**src/tpf_dly.sv**
```systemverilog
// Delay line of registers that shifts whenever the pipeline advances.
// Depends on nothing.
module tpf_dly #(
    parameter int P_WIDTH = 64,
    parameter int P_DEPTH = 1,
    parameter bit P_CLEAR = 1'b0
) (
    input  logic               i_clk,
    input  logic               i_rst_n,
    input  logic               i_en,
    input  logic [P_WIDTH-1:0] i_d,
    output logic [P_WIDTH-1:0] o_d
);
    logic [P_WIDTH-1:0] r_tap [P_DEPTH];

    always_ff @(posedge i_clk) begin
        if (P_CLEAR && !i_rst_n) begin
            for (int k = 0; k < P_DEPTH; k++) r_tap[k] <= '0;
        end else if (i_en) begin
            r_tap[0] <= i_d;
            for (int k = 1; k < P_DEPTH; k++) r_tap[k] <= r_tap[k-1];
        end
    end

    assign o_d = r_tap[P_DEPTH-1];
endmodule

```
**config.mk**
```make
export PLATFORM = sky130hd
export DESIGN_NAME = tpf_dly
export DESIGN_NICKNAME = d
export VERILOG_FILES = /design/src/tpf_dly.sv
export SDC_FILE = /design/constraint.sdc
export NUM_CORES = 1
export LEC_CHECK = 0
export ABC_AREA = 1
export BUFFER_PORTS_ARGS = -buffer_cell sky130_fd_sc_hd__buf_2
export CORE_MARGIN = 2
export CORE_UTILIZATION = 36
export CTS_CLUSTER_SIZE = 16
export DETAILED_ROUTE_END_ITERATION = 6
export PLACE_DENSITY = 0.74
export SYNTH_ARGS = -nofsm -noshare
export SYNTH_HDL_FRONTEND = slang
export SYNTH_SLANG_ARGS = --single-unit
```
**constraint.sdc**
```tcl
create_clock -name i_clk -period 0.8 [get_ports i_clk]
set_input_delay 0.12 -clock i_clk [delete_from_list [all_inputs] [get_ports i_clk]]
set_output_delay 0.12 -clock i_clk [all_outputs]
set_load 0.02 [all_outputs]
```
Yosys cells after proc, flatten, opt, wreduce, memory -nomap -nowiden
Memory sizes are Yosys's and may differ from the RTL's.
Index checks and enable logic that the tools add are counted.
{ "classes": {"n_mux": 2} }
{ "ops": {"columns": ["cell", "n"], "rows": [
  ["$mux W1", 2]
]} }
{ "word_totals": {"register_bits": 0, "ramBits": 64, "in_bits": 67, "out_inout_bits": 64, "mem_count": 1} }
{ "memory_table": {"columns": ["name", "words", "width", "rd", "rd_ports_with_merged_regs", "write_ports", "line_no", "rtl"], "rows": [
  ["r_tap", 1, 64, 1, 0, 1, "14", "logic [P_WIDTH-1:0] r_tap [P_DEPTH];"]
]} }

Longest topological paths before layout
Gate-level depths: netlist (run 1).
{ "depth": {"depth_word": 2, "mapped_depth": 0} }

Least setup slack after synthesis (run 1)
Ideal clock, no wire load.
{ "synth_path": {"path_kind": "register to output", "start": "memory r_tap[0][0]", "end": "output port o_d[0]", "arrival_ps": 449, "required_ps": 680, "path_slack_ps": 231, "path_stages_with_launch": 1, "path_buffers": 0, "path_cell_list": "edfxtp_1"} }
{ "synth_via": {"elab_chain_cells": 1} }
{ "synth_rtl": {"columns": ["item", "line_no", "rtl"], "rows": [
  ["start: declaration", "14", null],
  ["$mem_v2 Z1 W64", null, null],
  ["end: declaration", "12", "output logic [P_WIDTH-1:0] o_d"]
]} }
Every way passes these cells.

Worst setup path in the final report (run 1)
{ "layout_path": {"start": "memory r_tap[0][42]", "end": "output port o_d[42]"} }
The elaborated chain is that of the path after synthesis.

==> flow_summary.ini, run 1 <==
[worst_setup_path]
slowest_stage = edfxtp_1
worstSetupEndpointType = primary output
crit_family = flip-flops
cp_cell_sequence = buf_6
critPathMaxStageDelay_ns = 0.41
critPathLaunchType = register
worstPathRequired_ns = 0.68
critPathArrivalTime_ns = 0.88
path_buf_inv = 1
cp_max_fo = 1
crit_type = reg -> out

[power]
power_density_nw_per_um2 = 2000
p_leak_nw = 1.58
irDropWorstVdd_mv = 1.34
power_mw = 7.45

[clock_tree]
cts.clk_slew.worst_paths_ns = 0.06
root_buffer = clkbuf_8
clock-sinks = 64
htree_levels = 3
cts_tree = done
clk_path_buf_depth = 2
numCtsBuffers = 9

[final_layout]
nets = 337
num-multi-input-gates = 0
n_antenna_cell = 0
multiInputGateArea_sq_um = 0
final_util_pct = 72.4
reg_top3 = r_tap: 64 flops
seq_area_sq_um = 1920
drive_above_1_share_pct = 51.6
n_fill_cell = 345
area_delta_synth_final_pct = 93.7
largest_reg_flops = 64
top_register = r_tap

[placed_design]
place.port_buffers = 129
gp_congestion = 0.662

[sta]
max_freq_ghz = 0.997
setup_tns_ns = -10.70
timing.hold.ws_ns = 0.282
setup_slack_ns = -0.203
worstMarginPinSlew_ns = 0.180
period_needed_ns = 1.00
timing.final.crit_share_pct = 125
slew_viol_final = 0
rsz0062_at_grt = true
setup_violations = 64
slew_headroom_pct = 88.0
final-hold-violation-count = 0

[global_route]
grt_first_pass_wirelength_mm = 6.94
grt_pass1_vias = 1431
overflow = 0
grt_max_degree = 35
antenna_found_initial = 0
grt_use_total_pct = 16.1

[logic_synthesis]
yosys_warnings = 0
syn_avg_cell_area_sq_um = 30.0
ys_ff_latch = 64
syn_inst = 64
synth.yosys.seq_area_share_pct = 100
synth_fp_nets = 131
yosysUniqueCellTypes = 1
syn-cell-area_sq_um = 1920

[floorplan]
die_h_um = 77.1
dieArea_sq_um = 5940
die_x_um = 77.1
pin_count = 131
rows = 26
core_sq_um = 5140
start_util_pct = 37.4

[routing]
via_per_inst = 4.13
via_count = 1417
drt-initial-drc-count = 62
ant_nets = 0
m1WireLength_mm = 1.68
dr.pass1.iters = 4
wl_per_cell_um = 14.0
drc = 0
dr.max_layer_used = met4
met3_length_um = 368
wirelength_mm = 4.79
wl_met2_mm = 2.65

[run_status]
violations = setup timing
status = finished, violations left

[worst_hold_path]
hold_path.class = in -> reg

[run]
drv_cap = 0
==> cells in the mapped netlist (all sizes together) <==
cell,number,area [sq um]
edfxtp,64,1920
==> cell type report <==
class / count / share of cell area, %
clock buffer: 12 / 3.63
clock inverter: 2 / 0.235
sequential: 64 / 51.6
tap: 70 / 2.35
timing repair buffer: 195 / 42.2
==> worst paths after layout <==
kind	start	end	slack, ns	depth (start not counted)
worst max-delay path	r_tap[0][42]$_DFFE_PP_	o_d[42]	-0.20	1
worst min-delay path	i_en	r_tap[0][12]$_DFFE_PP_	0.28	2
==> where the power goes <==
part           internal [mW]  switching [mW]  total [mW]
clock                   1.08            1.03        2.11
combinational          0.676           0.580        1.26
sequential              3.99          0.0979        4.09
total                   5.74            1.71        7.45
==> per-stage QoR <==
step,std cells,instance area [sq um],setup WS (ns)
after floorplan,64,1920,0.231
after global placement,265,2700,0.00917
after detailed placement,265,2700,0.00348
after CTS,343,3540,-0.214
after global routing,343,3720,-0.241
final,343,3720,-0.203
==> placed cells by master, fill, tap and decap left out <==
master	Yosys	final
dlygate4sd3_1	0	64
clkinv_2	0	1
buf_2	0	90
clkbuf_8	0	9
buf_6	0	39
clkbuf_1	0	3
edfxtp_1	64	64
buf_12	0	2
clkinv_1	0	1
==> kinds of logic (layout without fill, tap and decap cells) <==
logic type | Yosys count | count (layout) | share of synthesized area [%]
DFF | 64 | 64 | 100
buffers and inverters | 0 | 209 | 0
==> timing repair <==
item | CTS | global route
gates cloned | 0 | 0
buffers inserted | 0 | 0
hold endpoints to repair | 64 | 0
pin swaps | 0 | 0
setup endpoints to repair | 64 | 64
resized for setup | 18 | 60
hold buffers | 64 | 0
==> routing by layer <==
layer  GRT usage (%)  vias to the layer above
met2            27.6                       74
met5               0                        -
met4            8.04                        0
li1                -                      673
met1            17.2                      660
met3            6.24                       10
Power figures use the tool's default switching activity.
==> run 2, diff against run 1 <==
--- a/config.mk
+++ b/config.mk
@@ -8,10 +8,11 @@
 export ABC_AREA = 1
 export BUFFER_PORTS_ARGS = -buffer_cell sky130_fd_sc_hd__buf_2
 export CORE_MARGIN = 2
-export CORE_UTILIZATION = 36
+export CORE_UTILIZATION = 34
 export CTS_CLUSTER_SIZE = 16
 export DETAILED_ROUTE_END_ITERATION = 6
-export PLACE_DENSITY = 0.74
+export PLACE_DENSITY = 0.7
 export SYNTH_ARGS = -nofsm -noshare
 export SYNTH_HDL_FRONTEND = slang
 export SYNTH_SLANG_ARGS = --single-unit
+export TNS_END_PERCENT = 5
==> flow_summary.ini, run 2 (synthesis results as in run 1) <==
[sta]
setup_slack_ns = -0.201
setup_tns_ns = -10.49
rsz0062_at_grt = true
timing.final.crit_share_pct = 125
slew_headroom_pct = 88.3
period_needed_ns = 1.00
max_freq_ghz = 0.999
setup_violations = 64
slew_viol_final = 0
final-hold-violation-count = 0
worstMarginPinSlew_ns = 0.176
timing.hold.ws_ns = 0.288

[routing]
wirelength_mm = 4.49
via_count = 1397
ant_nets = 0
via_per_inst = 4.01
drc = 0
dr.pass1.iters = 4
drt-initial-drc-count = 51
wl_per_cell_um = 12.9

[floorplan]
die_h_um = 79.2
die_x_um = 79.2
pin_count = 131
core_sq_um = 5470
rows = 27
start_util_pct = 35.1
dieArea_sq_um = 6270

[clock_tree]
root_buffer = clkbuf_8
cts.clk_slew.worst_paths_ns = 0.07
clock-sinks = 64
cts_tree = done
htree_levels = 3
clk_path_buf_depth = 2
numCtsBuffers = 9

[worst_setup_path]
cp_cell_sequence = buf_6
startpoint = r_tap[0][56]$_DFFE_PP_
crit_family = flip-flops
cp_max_fo = 1
path_buf_inv = 1
crit_type = reg -> out
critPathMaxStageDelay_ns = 0.41
worstSetupEndpointType = primary output
critPathLaunchType = register
critPathArrivalTime_ns = 0.88
worstPathRequired_ns = 0.68
slowest_stage = edfxtp_1

[run_status]
status = finished, violations left
violations = setup timing

[final_layout]
layoutNonFillerInstCount = 348
layout_common_cells = 126 x buf_2, 64 x dlygate4sd3_1, 64 x edfxtp_1
largest_reg_flops = 64
top_register = r_tap
multiInputGateArea_sq_um = 0
num-multi-input-gates = 0
layout_commonest_cell = buf_2
nets = 337
drive_above_1_share_pct = 53.5
reg_top3 = r_tap: 64 flops
area_delta_synth_final_pct = 85.0

[power]
irDropWorstVdd_mv = 1.16
power_density_nw_per_um2 = 2180
p_leak_nw = 1.52

[worst_hold_path]
hold_path.class = in -> reg
worstHoldStart = i_en

[placed_design]
place.port_buffers = 129
gp_congestion = 0.677
dp_cells = 267

[global_route]
overflow = 0
grt_use_total_pct = 14.7
grt_first_pass_wirelength_mm = 6.58
grt_pass1_vias = 1419
antenna_found_initial = 1
grt_max_degree = 34

[run]
drv_cap = 0
-- run 2: power by group --
part,internal (mW),switching (mW),total (mW)
logic,0.513,0.570,1.08
registers,3.98,0.0652,4.05
clock network,1.43,1.17,2.61
total,5.93,1.81,7.74
-- run 2: per-stage QoR --
| step | setup WS [ns] | util (%) | area, sq um | total power, mW |
|---|---|---|---|---|
| after CTS | -0.216 | 64.6 | 3530 | 7.82 |
| final | -0.201 | 65.0 | 3560 | 7.74 |
| after floorplan | 0.231 | - | 1920 | 4.48 |
| after global routing | -0.249 | 65.0 | 3560 | 8.07 |
| after detailed placement | 0.00411 | 49.3 | 2700 | 4.94 |
| after global placement | 0.0108 | 49.3 | 2700 | 4.92 |
-- run 2: worst paths after layout --
| path | endpoint | cells after the start |
|---|---|---|
| max | o_d[56] | 1 |
| min | r_tap[0][58]$_DFFE_PP_ | 2 |
-- run 2: what timing repair did --
action,in CTS,in global routing
hold buffers,64,0
setup buffers,0,0
endpoints found under the setup margin,64,64
gates resized for setup,0,6
gates cloned,0,0
hold endpoints to repair,64,0
-- run 2: per-layer routing --
layer  up-vias  share of wire [%]  global-route usage [%]
li1        676                  -                       -
met1       642                 38                    16.3
met2        73                 51                    25.0
met3         6                9.2                    4.77
met4         0                1.1                    7.76
met5         -                  0                       0
-- run 2: final cells by class --
class                 count  area [sq um]
sequential               64          1920
fill                    432          1920
timing repair buffer    195          1350
clock buffer              9           124
tap                      72          90.1
clock inverter            7          72.6
antenna                   1          2.50
