`config.mk`:
```
export PLATFORM = sky130hd
export DESIGN_NAME = tpf_cordic_cell
export DESIGN_NICKNAME = d
export VERILOG_FILES = /design/src/tpf_pkg.sv /design/src/tpf_cordic_cell.sv
export SDC_FILE = /design/constraint.sdc
export NUM_CORES = 1
export LEC_CHECK = 0
export BUFFER_PORTS_ARGS = -buffer_cell sky130_fd_sc_hd__buf_2
export CAP_MARGIN = 15
export CORE_UTILIZATION = 60
export DETAILED_ROUTE_END_ITERATION = 8
export GPL_TIMING_DRIVEN = 1
export PLACE_DENSITY = 0.87
export SETUP_SLACK_MARGIN = 0.1
export SLEW_MARGIN = 20
export SYNTH_ARGS = -nofsm -noshare
export SYNTH_HDL_FRONTEND = slang
export SYNTH_SLANG_ARGS = --single-unit
```
`constraint.sdc`:
```
create_clock -name i_clk -period 7.01 [get_ports i_clk]
set_input_delay 0.701 -clock i_clk [delete_from_list [all_inputs] [get_ports i_clk]]
set_output_delay 0.701 -clock i_clk [all_outputs]
set_load 0.05 [all_outputs]
```
`src/tpf_pkg.sv`:
```
// Package for the tangent point solver: shared types, fixed-point constants,
// saturating add and the elaboration-time arctangent table function.
// No dependencies.
package tpf_pkg;

    localparam int COORD_FRAC_BITS = 28;
    localparam int ANGLE_BITS      = 32;
    localparam int CORDIC_STEPS    = 32;

    // Coordinates move to Q32 by a left or right shift.
    localparam int CO_UP = (COORD_FRAC_BITS < 32) ? 32 - COORD_FRAC_BITS : 0;
    localparam int CO_DN = (COORD_FRAC_BITS > 32) ? COORD_FRAC_BITS - 32 : 0;

    // Digit-by-digit square root: one cell per result bit.
    localparam int SQRT_CELLS = 48;
    // Latency of the pipelined 64 by 64 fixed-point multiplier.
    localparam int QMUL_LAT = 4;

    typedef logic signed [63:0] t_word;

    localparam t_word Q_ONE   = 64'sh0000_0001_0000_0000;
    localparam t_word Q_MAX   = 64'sh7FFF_FFFF_FFFF_FFFF;
    localparam t_word Q_GAIN  = 64'sd2608131496;
    localparam t_word HALF_T  = 64'sd1 <<< (ANGLE_BITS - 1);
    localparam t_word QUART_T = 64'sd1 <<< (ANGLE_BITS - 2);
    localparam t_word BIG_LIM = 64'sd1 <<< 60;

    localparam logic [1:0] CNT_NONE = 2'd0;
    localparam logic [1:0] CNT_ONE  = 2'd1;
    localparam logic [1:0] CNT_TWO  = 2'd2;

    typedef struct packed {
        t_word x;
        t_word y;
        t_word z;
    } t_cordic;

    typedef struct packed {
        logic [63:0] v;
        logic [63:0] rem;
        logic [63:0] root;
    } t_sqrt;

    typedef struct packed {
        logic signed [31:0] xi_coord;
        logic signed [31:0] eta_coord;
        logic [31:0]        star_ra;
        logic signed [31:0] star_dec;
    } t_in_req;

    typedef struct packed {
        logic [1:0]         solution_count;
        logic [31:0]        first_ra;
        logic signed [31:0] first_dec;
        logic [31:0]        second_ra;
        logic signed [31:0] second_dec;
    } t_out_req;

    // Sum clamped to plus or minus the largest positive word.
    function automatic t_word sat_add(input t_word a, input t_word b);
        logic signed [64:0] s;
        s = 65'(a) + 65'(b);
        if (s > 65'(Q_MAX)) return Q_MAX;
        if (s < -65'(Q_MAX)) return -Q_MAX;
        return t_word'(s[63:0]);
    endfunction

    // Restoring division, only used at elaboration to build the table.
    function automatic logic [63:0] udiv64(input logic [63:0] n, input logic [63:0] d);
        logic [64:0] rem;
        logic [63:0] q;
        rem = '0;
        q   = '0;
        for (int b = 63; b >= 0; b--) begin
            rem = {rem[63:0], n[b]};
            if (rem >= {1'b0, d}) begin
                rem  = rem - {1'b0, d};
                q[b] = 1'b1;
            end
        end
        return q;
    endfunction

    // Arctangent of 2^-i in Q62 by its power series.
    function automatic logic [63:0] atan_pow2(input int i);
        logic [63:0] sum;
        logic [63:0] term;
        int sh;
        sum = '0;
        for (int k = 0; k < 64; k++) begin
            sh = i * (2 * k + 1);
            if (sh >= 62) break;
            term = udiv64(64'd1 << (62 - sh), 64'(2 * k + 1));
            sum  = k[0] ? sum - term : sum + term;
        end
        return sum;
    endfunction

    // Arctangent of 1/3 in Q62.
    function automatic logic [63:0] atan_third();
        logic [63:0] sum;
        logic [63:0] den;
        logic [63:0] term;
        sum = '0;
        den = 64'd3;
        for (int k = 0; k < 64; k++) begin
            term = udiv64(udiv64(64'd1 << 62, den), 64'(2 * k + 1));
            sum  = k[0] ? sum - term : sum + term;
            if (den > udiv64(64'd1 << 62, 64'd9)) break;
            den = den * 64'd9;
        end
        return sum;
    endfunction

    // Table entry i: atan(2^-i) as a binary angle, rounded half up.
    function automatic t_word atan_entry(input int i);
        logic [63:0] d;
        logic [63:0] rem;
        logic [63:0] q;
        if (i == 0) return 64'sd1 <<< (ANGLE_BITS - 3);
        d   = atan_pow2(1) + atan_third();
        rem = atan_pow2(i);
        q   = '0;
        for (int b = 0; b < ANGLE_BITS - 2; b++) begin
            rem = rem << 1;
            q   = q << 1;
            if (rem >= d) begin
                rem  = rem - d;
                q[0] = 1'b1;
            end
        end
        return t_word'((q + 64'd1) >> 1);
    endfunction

endpackage

```
`src/tpf_cordic_cell.sv`:
```
// One CORDIC micro-rotation, rotation or vectoring mode, with its own
// arctangent constant. Depends on tpf_pkg.
module tpf_cordic_cell #(
    parameter int P_STEP = 0,
    parameter bit P_VEC  = 1'b0
) (
    input  logic             i_clk,
    input  logic             i_en,
    input  tpf_pkg::t_cordic i_d,
    output tpf_pkg::t_cordic o_d
);
    import tpf_pkg::*;

    localparam t_word ATAB = atan_entry(P_STEP);

    t_cordic r_d;
    t_cordic n_d;
    t_word   dx, dy;
    logic    up;

    always_comb begin
        dx = $signed(i_d.y) >>> P_STEP;
        dy = $signed(i_d.x) >>> P_STEP;
        // Vectoring drives y to zero; rotation drives z to zero.
        up = P_VEC ? i_d.y[63] : !i_d.z[63];
        if (P_VEC ? !up : up) begin
            n_d.x = P_VEC ? i_d.x + dx : i_d.x - dx;
            n_d.y = P_VEC ? i_d.y - dy : i_d.y + dy;
            n_d.z = P_VEC ? i_d.z + ATAB : i_d.z - ATAB;
        end else begin
            n_d.x = P_VEC ? i_d.x - dx : i_d.x + dx;
            n_d.y = P_VEC ? i_d.y + dy : i_d.y - dy;
            n_d.z = P_VEC ? i_d.z - ATAB : i_d.z + ATAB;
        end
    end

    always_ff @(posedge i_clk) begin
        if (i_en) r_d <= n_d;
    end

    assign o_d = r_d;
endmodule

```
Word-level counts from Yosys, hierarchy flattened

Index checks and enable logic that the tools add are counted.

Bits in registers: 192
Bits of input ports: 194
Output and inout port bits: 192
Logic and storage cells: 9

Add/subtract/negate cells: 5
Multiplexer cells: 1

Operator list:

| operator                                            | count |
|---|---|
| two-way mux 192 bit                                 | 1 |
| subtractor 64 bit                                   | 2 |
| adder 64 x 31 -> 64 bit, second input constant      | 1 |
| adder 64 bit                                        | 1 |
| subtractor 64 x 31 -> 64 bit, second input constant | 1 |

Longest topological paths before layout

Depth in word-level cells: 2
Depth in mapped cells: 16
Depth with buffers taken out: 14

Worst setup path after synthesis

No wires, ideal clock.

Path type: input-to-reg
Start point: input port i_d[63] (netlist name)
End point: register r_d (netlist bit o_d[59]) (data pin)
Setup time: 0.262 ns
Arrival time: 4.596 ns
Required time: 6.748 ns
Setup slack: 2.152 ns
Stages on the path: 15
Cells stage by stage: clkbuf_1 inv_1 buf_2 buf_1 ha_1 a21o_1 a311oi_1 o211ai_1 nand2_1 and4b_1 nor3_1 or4b_1 a31oi_1 o21bai_1 xor2_1

RTL lines:

| what                 | line                  | RTL |
|---|---|---|
| from (decl)          | tpf_cordic_cell.sv:9  | `input tpf_pkg::t_cordic i_d,` |
| to (signal assigned) | tpf_cordic_cell.sv:38 | `if (i_en) r_d <= n_d;` |
| to (decl)            | tpf_cordic_cell.sv:16 | `t_cordic r_d;` |

==> run_results.csv <==
group,metric,value,unit
outcome,status,"complete, no violations",
synthesis,synthArstFlopShare,0,
global_routing,grt_use_met3,0.0917,
clocking,numCtsBuffers,17,
synthesis,syn_avg_cell_area,8.41,sq um
synthesis,syn_inst,2351,
synthesis,yosys.area_share.adder,0.145,
placed_design,preCtsSetupSlack,2.20,ns
worst_hold_path,hold_class,"in -> reg",
finish,stdcell_count,3122,
synthesis,synth-compound-area-share,0.270,
sta,fin_crit,4.58,ns
sta,hold_violations,0,
floorplan,rows,66,
synthesis,synth.area.mux_share,0.0159,
synthesis,ys.flop_type,"edfxtp_1",
global_routing,grtUsageMet1,0.534,
worst_setup_path,end_kind,"register",
placed_design,dp.cells,3083,
finish,fin_nets,3082,
sta,fin_tns_setup,0,ns
detailed_routing,drc,0,
global_routing,gr-max-usage-layer,"met2",
finish,area_growth,13.7,%
worst_setup_path,cp_max_fo,53,
clocking,cts_setup_buffers,0,
detailed_routing,ant_nets,0,
floorplan,coreArea,32500,sq um
synthesis,synth_nets,2772,
global_routing,grt_pass1_wl,109000,microns
synthesis,yosysSeqAreaShare,0.290,
sta,worstMarginPinSlew,1.03,ns
placed_design,dpl_cell_area,21900,sq um
worst_setup_path,startpoint_type,"primary input",
synthesis,synthSimpleGateAreaFrac,0.150,
synthesis,synth_top_family_by_area,"compound AO/OA/AOI/OAI gates",
power_and_ir_drop,pwr_density_cell,221,nW/um^2
worst_setup_path,cp.arrival,4.79,ns
detailed_routing,vias,20500,
job,cap_violations,0,
sta,whs,0.400,ns
floorplan,start_util,0.609,
sta,rsz0062_at_grt,"false",
synthesis,ys_types,98,
floorplan,dieWidth,184,microns
detailed_routing,dr.pass1.iters,7,
clocking,ctsRootBufferMaster,"clkbuf_16",
detailed_routing,wire_per_inst,23.3,microns
finish,final_util,0.693,
placed_design,port_buffers,385,
detailed_routing,via_per_inst,6.57,
power_and_ir_drop,leakage,9.90,nW
global_routing,overflow,0,
global_routing,gr-usage-met2,0.662,
floorplan,die_h,184,microns
detailed_routing,routed_wl,72700,microns
power_and_ir_drop,max-vdd-ir-drop,0.162,mV
clocking,cts.clk_slew.worst_paths,0.07,ns
synthesis,yosysWarnings,0,
global_routing,antenna_found_initial,6,
finish,largest_reg_flops,191,
clocking,htree_levels,4,
finish,design_area,22500,sq um
clocking,clkSinkCount,191,
power_and_ir_drop,power,4.96,mW
finish,fillers,2684,
clocking,holdBufCountCts,0,
sta,maxSlewHeadroom,0.302,
synthesis,yosys_register_bits,191,
worst_setup_path,required,7.22,ns
detailed_routing,drt_iter0_drc,2439,
floorplan,die_area,33700,sq um
synthesis,netlist_area,19800,sq um
clocking,cts.repair.resized,0,
sta,fin_crit_sh,0.653,
global_routing,first_global_vias,19300,
sta,setup_ws,2.43,ns
sta,max_freq,0.218,GHz
floorplan,pin_count,386,
synthesis,synth_edf_count,191,
global_routing,grt_max_degree,105,
global_routing,grt_use_total,0.420,
clocking,cts_tree,"yes",
clocking,clock_path_buffers,2,
placed_design,gp_congestion,1.02,
worst_setup_path,critPathKind,"in -> reg",
sta,setup_violations,0,
placed_design,dp_hpwl,57200,microns
sta,drv_slew,0,
finish,layout-drive-gt1-share,0.184,
synthesis,synth_xor_area_frac,0.0669,
[Yosys cell counts (27+ instances only)]
cell,instances,area share
a21oi_1,311,0.079
ha_1,223,0.14
nor2_1,211,0.040
inv_1,201,0.038
edfxtp_1,191,0.29
o21ai_0,148,0.037
nand2_1,143,0.027
xnor2_1,134,0.059
a21o_1,60,0.023
o21bai_1,60,0.023
clkbuf_1,49,0.0093
nor3_1,43,0.011
nand4_1,42,0.013
nand3_1,28,0.0071
mux2i_1,27,0.014
o31ai_1,27,0.010
[where the power goes]
part           switching [mW]  internal (mW)  leakage [nW]
clock                   0.512          0.501         0.282
sequential             0.0720           1.50          1.87
combinational            1.72          0.655          7.75
total                    2.30           2.66          9.90
[per-layer routing]
| metal | up-vias | wire length [microns] |
|---|---|---|
| met2 | 1491 | 32400 |
| met5 | - | 13 |
| li1 | 9170 | - |
| met1 | 9572 | 27500 |
| met3 | 283 | 8730 |
| met4 | 2 | 3980 |
[final cells by class]
| cell class | count | area (sq um) | share of cell area |
|---|---|---|---|
| repair buffers | 390 | 2000 | 0.0888 |
| clock inverters | 14 | 145 | 0.00646 |
| flip-flops and latches | 191 | 5740 | 0.255 |
| diodes | 7 | 17.5 | 0.000779 |
| well taps | 442 | 553 | 0.0246 |
| clock buffers | 17 | 425 | 0.0189 |
| multi-input cells | 1850 | 12800 | 0.570 |
| inverters | 211 | 792 | 0.0352 |
[critical path, cell delays in order]
cell and delay [ns]:
buf_4 0.52, inv_2 0.50, fa_1 0.55, a21o_1 0.23, a311oi_1 0.37, o211ai_1 0.19
nand2_1 0.13, and4b_1 0.23, nor3_1 0.09, or4b_1 0.53, a31oi_1 0.33, o21bai_1 0.16
xor2_1 0.17
[logic make-up (layout without fill, tap and decap cells)]
logic type      Yosys count  after routing
compound gates          828            828
xor+xnor                151            151
fa+ha+maj               227            227
buf+inv                 310            632
flops                   191            191
mux                      31             31
other cells               0              7
simple gates            613            613
[cell usage in the layout (no fill, tap or decap), types with 21 or more instances in the layout]
master,Yosys,layout
a21oi_1,311,311
buf_2,26,383
xnor2_1,134,134
o31ai_1,27,27
o21a_1,24,24
o21bai_1,60,60
mux2i_1,27,27
nor2_1,211,211
o21ai_0,148,148
nor3_1,43,43
ha_1,223,223
a211oi_1,21,21
a21o_1,60,60
nand3_1,28,28
nand4_1,42,42
nand2b_1,26,26
nand2_1,143,143
edfxtp_1,191,191
inv_1,201,200
[final timing paths]
| path | startpoint | endpoint | slack [ns] | cells after the start |
|---|---|---|---|---|
| worst max-delay path | i_d[63] | o_d[59] | 2.43 | 13 |
| worst min-delay path | i_d[20] | o_d[20] | 0.40 | 1 |
Power figures use the tool's default switching activity.
