$ cat src/tpf_pkg.sv
// Package for the tangent point solver: shared types, fixed-point constants,
// saturating add and the elaboration-time arctangent table function.
// No dependencies.
package tpf_pkg;

    localparam int COORD_FRAC_BITS = 28;
    localparam int ANGLE_BITS      = 32;
    localparam int CORDIC_STEPS    = 32;

    // Coordinates move to Q32 by a left or right shift.
    localparam int CO_UP = (COORD_FRAC_BITS < 32) ? 32 - COORD_FRAC_BITS : 0;
    localparam int CO_DN = (COORD_FRAC_BITS > 32) ? COORD_FRAC_BITS - 32 : 0;

    // Digit-by-digit square root: one cell per result bit.
    localparam int SQRT_CELLS = 48;
    // Latency of the pipelined 64 by 64 fixed-point multiplier.
    localparam int QMUL_LAT = 4;

    typedef logic signed [63:0] t_word;

    localparam t_word Q_ONE   = 64'sh0000_0001_0000_0000;
    localparam t_word Q_MAX   = 64'sh7FFF_FFFF_FFFF_FFFF;
    localparam t_word Q_GAIN  = 64'sd2608131496;
    localparam t_word HALF_T  = 64'sd1 <<< (ANGLE_BITS - 1);
    localparam t_word QUART_T = 64'sd1 <<< (ANGLE_BITS - 2);
    localparam t_word BIG_LIM = 64'sd1 <<< 60;

    localparam logic [1:0] CNT_NONE = 2'd0;
    localparam logic [1:0] CNT_ONE  = 2'd1;
    localparam logic [1:0] CNT_TWO  = 2'd2;

    typedef struct packed {
        t_word x;
        t_word y;
        t_word z;
    } t_cordic;

    typedef struct packed {
        logic [63:0] v;
        logic [63:0] rem;
        logic [63:0] root;
    } t_sqrt;

    typedef struct packed {
        logic signed [31:0] xi_coord;
        logic signed [31:0] eta_coord;
        logic [31:0]        star_ra;
        logic signed [31:0] star_dec;
    } t_in_req;

    typedef struct packed {
        logic [1:0]         solution_count;
        logic [31:0]        first_ra;
        logic signed [31:0] first_dec;
        logic [31:0]        second_ra;
        logic signed [31:0] second_dec;
    } t_out_req;

    // Sum clamped to plus or minus the largest positive word.
    function automatic t_word sat_add(input t_word a, input t_word b);
        logic signed [64:0] s;
        s = 65'(a) + 65'(b);
        if (s > 65'(Q_MAX)) return Q_MAX;
        if (s < -65'(Q_MAX)) return -Q_MAX;
        return t_word'(s[63:0]);
    endfunction

    // Restoring division, only used at elaboration to build the table.
    function automatic logic [63:0] udiv64(input logic [63:0] n, input logic [63:0] d);
        logic [64:0] rem;
        logic [63:0] q;
        rem = '0;
        q   = '0;
        for (int b = 63; b >= 0; b--) begin
            rem = {rem[63:0], n[b]};
            if (rem >= {1'b0, d}) begin
                rem  = rem - {1'b0, d};
                q[b] = 1'b1;
            end
        end
        return q;
    endfunction

    // Arctangent of 2^-i in Q62 by its power series.
    function automatic logic [63:0] atan_pow2(input int i);
        logic [63:0] sum;
        logic [63:0] term;
        int sh;
        sum = '0;
        for (int k = 0; k < 64; k++) begin
            sh = i * (2 * k + 1);
            if (sh >= 62) break;
            term = udiv64(64'd1 << (62 - sh), 64'(2 * k + 1));
            sum  = k[0] ? sum - term : sum + term;
        end
        return sum;
    endfunction

    // Arctangent of 1/3 in Q62.
    function automatic logic [63:0] atan_third();
        logic [63:0] sum;
        logic [63:0] den;
        logic [63:0] term;
        sum = '0;
        den = 64'd3;
        for (int k = 0; k < 64; k++) begin
            term = udiv64(udiv64(64'd1 << 62, den), 64'(2 * k + 1));
            sum  = k[0] ? sum - term : sum + term;
            if (den > udiv64(64'd1 << 62, 64'd9)) break;
            den = den * 64'd9;
        end
        return sum;
    endfunction

    // Table entry i: atan(2^-i) as a binary angle, rounded half up.
    function automatic t_word atan_entry(input int i);
        logic [63:0] d;
        logic [63:0] rem;
        logic [63:0] q;
        if (i == 0) return 64'sd1 <<< (ANGLE_BITS - 3);
        d   = atan_pow2(1) + atan_third();
        rem = atan_pow2(i);
        q   = '0;
        for (int b = 0; b < ANGLE_BITS - 2; b++) begin
            rem = rem << 1;
            q   = q << 1;
            if (rem >= d) begin
                rem  = rem - d;
                q[0] = 1'b1;
            end
        end
        return t_word'((q + 64'd1) >> 1);
    endfunction

endpackage

$ cat src/tpf_sqrt_cell.sv
// One digit of the restoring integer square root (floor, Q32 result).
// Depends on tpf_pkg.
module tpf_sqrt_cell #(
    parameter int P_K = 0
) (
    input  logic           i_clk,
    input  logic           i_en,
    input  tpf_pkg::t_sqrt i_d,
    output tpf_pkg::t_sqrt o_d
);
    import tpf_pkg::*;

    localparam bit HAS_PAIR = (2 * P_K >= 32);
    localparam int SH       = HAS_PAIR ? 2 * P_K - 32 : 0;

    t_sqrt       r_d;
    t_sqrt       n_d;
    logic [63:0] pair;
    logic [63:0] trial;

    always_comb begin
        pair     = HAS_PAIR ? ((i_d.v >> SH) & 64'd3) : 64'd0;
        n_d      = i_d;
        n_d.rem  = (i_d.rem << 2) | pair;
        trial    = (i_d.root << 2) | 64'd1;
        n_d.root = i_d.root << 1;
        if (n_d.rem >= trial) begin
            n_d.rem     = n_d.rem - trial;
            n_d.root[0] = 1'b1;
        end
    end

    always_ff @(posedge i_clk) begin
        if (i_en) r_d <= n_d;
    end

    assign o_d = r_d;
endmodule

$ cat config.mk
export PLATFORM = sky130hd
export DESIGN_NAME = tpf_sqrt_cell
export DESIGN_NICKNAME = d
export VERILOG_FILES = /design/src/tpf_pkg.sv /design/src/tpf_sqrt_cell.sv
export SDC_FILE = /design/constraint.sdc
export NUM_CORES = 1
export LEC_CHECK = 0
export BUFFER_PORTS_ARGS = -buffer_cell sky130_fd_sc_hd__clkbuf_2
export CAP_MARGIN = 10
export CORE_AREA = 2 2 148 150
export CTS_CLUSTER_DIAMETER = 100
export CTS_CLUSTER_SIZE = 28
export DETAILED_ROUTE_END_ITERATION = 16
export DIE_AREA = 0 0 150 152
export PLACE_DENSITY = 0.81
export SLEW_MARGIN = 0
export SYNTH_ARGS = -nofsm -noshare
export SYNTH_HDL_FRONTEND = slang
export SYNTH_SLANG_ARGS = --single-unit
$ cat constraint.sdc
create_clock -name i_clk -period 8.6 [get_ports i_clk]
set_input_delay 1.72 -clock i_clk [delete_from_list [all_inputs] [get_ports i_clk]]
set_output_delay 1.72 -clock i_clk [all_outputs]
set_load 0.01 [all_outputs]
# == Yosys cells after proc, flatten, opt, wreduce, memory -nomap -nowiden ==
# Index checks and enable logic that the tools add are counted.
# op_classes
n_addsub,1
multipliers,0
div_mod_pow,0
order_cmp,1
eq_ne,0
shift,0
n_mux,2
n_bitwise,0
reduce_logical,0
# ops
cell,n
greater-or-equal comparator 64 bit,1
two-way mux 64 bit,1
subtractor 64 bit,1
two-way mux 1 bit,1
# totals
reg_bits,192
latchBits,0
ramBits,0
rom_bits,0
input_bits,194
memories,0

# == Longest topological paths before layout ==
# logic_depth
depth_word,2
ltp_mapped,16
mapped_depth_nobuf,14

# == Least setup slack after synthesis ==
# No wires, ideal clock.
# synth_timing
kind,input to register
startpoint,input port i_d[0] (netlist name)
endpoint,register r_d (netlist bit o_d[100]) (data pin)
setup_time_ps,260
arrival_time_ps,4504
setup_slack_ps,3835
cell_stages,14
path_cell_list,inv_1 > ha_1 > inv_1 > fa_1 > nand2b_1 > a21o_1 > a211oi_2 > o2111a_2 > nor4_2 > o21ai_2 > nand3_4 > o41ai_4 > buf_6 > mux2_4
# synth_lines
element,line_no,source
start: declaration,tpf_sqrt_cell.sv:8,"input tpf_pkg::t_sqrt i_d,"
end signal: assignment,tpf_sqrt_cell.sv:34,if (i_en) r_d <= n_d;
end: declaration,tpf_sqrt_cell.sv:16,t_sqrt r_d;

==> flow_metrics.env <==
export IMPL_status="completed"
export IMPL_worstMarginPinSlew_ns=1.11
export IMPL_pin_count=386
export IMPL_ant_nets=0
export IMPL_final_cell_mix="clkbuf_2, edfxtp_1, inv_1"
export IMPL_areaGrowthSynthToFinish_pct=23.8
export IMPL_p_comb_share_pct=25.2
export IMPL_power_w=0.00262
export IMPL_pwr_share_seq_pct=44.4
export IMPL_antenna_found_initial=1
export IMPL_syn_avg_cell_area_um2=11.6
export IMPL_cp_start_kind="primary input"
export IMPL_hpwl_um=22700
export IMPL_drt_iter0_markers=627
export IMPL_fmax_ghz=0.192
export IMPL_cts_buffers_inserted=17
export IMPL_pre_cts_ws_ns=2.98
export IMPL_required_ns=8.78
export IMPL_min_from="i_d[152]"
export IMPL_crit_path_frequent_cell="inv_1"
export IMPL_drv_slew=0
export IMPL_drive_above_1_share_pct=40.6
export IMPL_min_to="o_d[152]$_DFFE_PP_"
export IMPL_post_route_period_util_pct=60.5
export IMPL_synth_edff_count=191
export IMPL_chipHeight_um=152
export IMPL_p_switching_w=0.000824
export IMPL_hold_buffers=0
export IMPL_yosys_warnings=0
export IMPL_crit_path_cell_trace="clkbuf_2 -> inv_1 -> ha_1 -> inv_1 -> fa_1 -> nand2b_1 -> a21o_1 -> a211oi_2 -> o2111a_2 -> nor4_2 -> o21ai_2 -> nand3_4 -> o41ai_4 -> buf_12 -> mux2_4"
export IMPL_maxCapViolCount=0
export IMPL_num_rows=54
export IMPL_yosys_most_used_dff="edfxtp_1"
export IMPL_min_path_cells=1
export IMPL_grt_max_degree=105
export IMPL_netlist_area_mm2=0.0109
export IMPL_largest_reg_flops=191
export IMPL_postSynthNetCount=1198
export IMPL_finalCriticalPeriod_ns=5.20
export IMPL_initial_core_util_pct=51.0
export IMPL_p_int_w=0.00180
export IMPL_fin_tns_setup_ns=0
export IMPL_setup_violations=0
export IMPL_grt_pass1_vias=8640
export IMPL_firstDrtPassIters=5
export IMPL_p_clk_share_pct=30.5
export IMPL_post_drt_via_cell_ratio=5.41
export IMPL_grt_use_total_pct=25.2
export IMPL_cts_sinks=191
export IMPL_cts_resized=0
export IMPL_cp_max_fo=80
export IMPL_die_area_mm2=0.0228
export IMPL_cp_arrival_ns=5.38
export IMPL_final_cell_area_mm2=0.0135
export IMPL_grt_pass1_wl_um=44800
export IMPL_yosys_cell_types_count=71
export IMPL_netlist_instances=941
export IMPL_final_common_cell="clkbuf_2"
export IMPL_hold_viol_final=0
export IMPL_fin_nets=1563
export IMPL_worst_path_largest_cell_delay_ns=0.46
export IMPL_p_sw_share_pct=31.4
export IMPL_root_buffer="clkbuf_16"
export IMPL_ys_seq_area_share_pct=52.6
export IMPL_peakVddDrop_mv=0.127
export IMPL_cts_htree_levels=4
export IMPL_gp_congestion=0.857
export IMPL_drc_errors=0
export IMPL_fin_ws_ns=3.40
export IMPL_place_area_mm2=0.0129
export IMPL_portBuffers=382
export IMPL_leakage_nw=6.07
export IMPL_dieWidth_um=150
export IMPL_post_cts_setup_buffers=0
export IMPL_via_count=8655
export IMPL_rsz0062_at_grt="false"
export IMPL_slew_headroom_pct=26.3
export IMPL_path_class="in -> reg"
export IMPL_slowest_stage="buf_12"
export IMPL_fill_cells=1709
export IMPL_synth_seq_cells=191
export IMPL_cts_clk_slew_worst_paths_ns=0.08
export IMPL_fp_coreArea_mm2=0.0214
export IMPL_grt_overflow=0
export IMPL_hold_class="in -> reg"
export IMPL_power_per_cell_area_mw_per_mm2=194
export IMPL_whs_ns=1.46
export IMPL_crit_path_end_kind="register"
export IMPL_async_flop_share_pct=0
export IMPL_routed_wl_um=29300
export IMPL_cts_tree="done"
export IMPL_cts_buffer_depth=2
export IMPL_wl_per_cell_um=18.3
[layout make-up]
| class | count | area, um2 | share of cell area, % |
|---|---|---|---|
| diodes | 1 | 2.50 | 0.0185 |
| clock buffers | 18 | 429 | 3.18 |
| clock inverters | 14 | 163 | 1.21 |
| inverters | 78 | 293 | 2.17 |
| multi-input cells | 633 | 4560 | 33.8 |
| flip-flops and latches | 191 | 5740 | 42.5 |
| well taps | 280 | 350 | 2.60 |
| repair buffers | 385 | 1960 | 14.5 |
[routing by layer]
metal | part of all wire (%) | up-vias | global-route usage (%)
li1 | - | 4177 | -
met1 | 38 | 4055 | 29.6
met2 | 49 | 353 | 43.4
met3 | 8.9 | 68 | 6.94
met4 | 4.0 | 2 | 10.3
met5 | 0.044 | - | 0
[through the flow]
stage | cells | utilization, %
2_1_floorplan | 941 | -
3_3_place_gp | 1567 | 60.4
3_5_place_dp | 1567 | 60.4
4_1_cts | 1599 | 63.2
5_1_grt | 1599 | 63.2
6_report | 1600 | 63.2
[critical path: cells and delay by family]
family,cells,cell delay [ns]
mux,1,0.34
compound gates,5,1.52
buf+inv,4,0.67
simple gates,3,0.41
fa+ha+maj,2,0.60
[cell families (layout without fill, tap and decap cells)]
| family | count (synthesis) | in the layout | share of synthesized area, % |
|---|---|---|---|
| AOI/OAI and AO/OA | 271 | 271 | 17.3 |
| xor gates and xnor gates | 57 | 57 | 4.58 |
| adders and majority gates | 63 | 63 | 7.30 |
| buffers and inverters | 117 | 495 | 5.50 |
| DFF | 191 | 191 | 52.6 |
| muxes | 17 | 17 | 2.22 |
| other | 0 | 1 | 0 |
| and+or+nand+nor | 225 | 225 | 10.5 |
[power groups by stage]
stage	combinational (W)	sequential [W]	clock, W
2_1_floorplan	0.000376	0.00123	0
4_1_cts	0.000658	0.00116	0.000811
3_3_place_gp	0.000640	0.00118	0
3_5_place_dp	0.000653	0.00118	0
5_1_grt	0.000719	0.00117	0.000841
6_report	0.000660	0.00116	0.000799
[synth_stat cells, drive strengths merged (15+ instances only)]
master | instances | share of area (%)
a21o | 38 | 2.6
a21oi | 115 | 6.9
buf | 23 | 2.3
clkbuf | 16 | 0.55
edfxtp | 191 | 53
ha | 62 | 7.1
inv | 78 | 2.7
mux2 | 15 | 2.0
nand2 | 62 | 2.2
nand3 | 16 | 0.90
nor2 | 88 | 4.0
o21ai | 43 | 2.0
xnor2 | 35 | 2.8
xor2 | 22 | 1.8
[how the worst max path moves through the flow]
stage / start / end
after floorplan: i_d[0] / o_d[100]$_DFFE_PP_
after global placement: i_d[0] / o_d[79]$_DFFE_PP_
after detailed placement: i_d[0] / o_d[109]$_DFFE_PP_
after CTS: i_d[0] / o_d[91]$_DFFE_PP_
after global routing: i_d[0] / o_d[88]$_DFFE_PP_
final: i_d[0] / o_d[74]$_DFFE_PP_
Note: power is estimated with default switching activity, not from simulation.
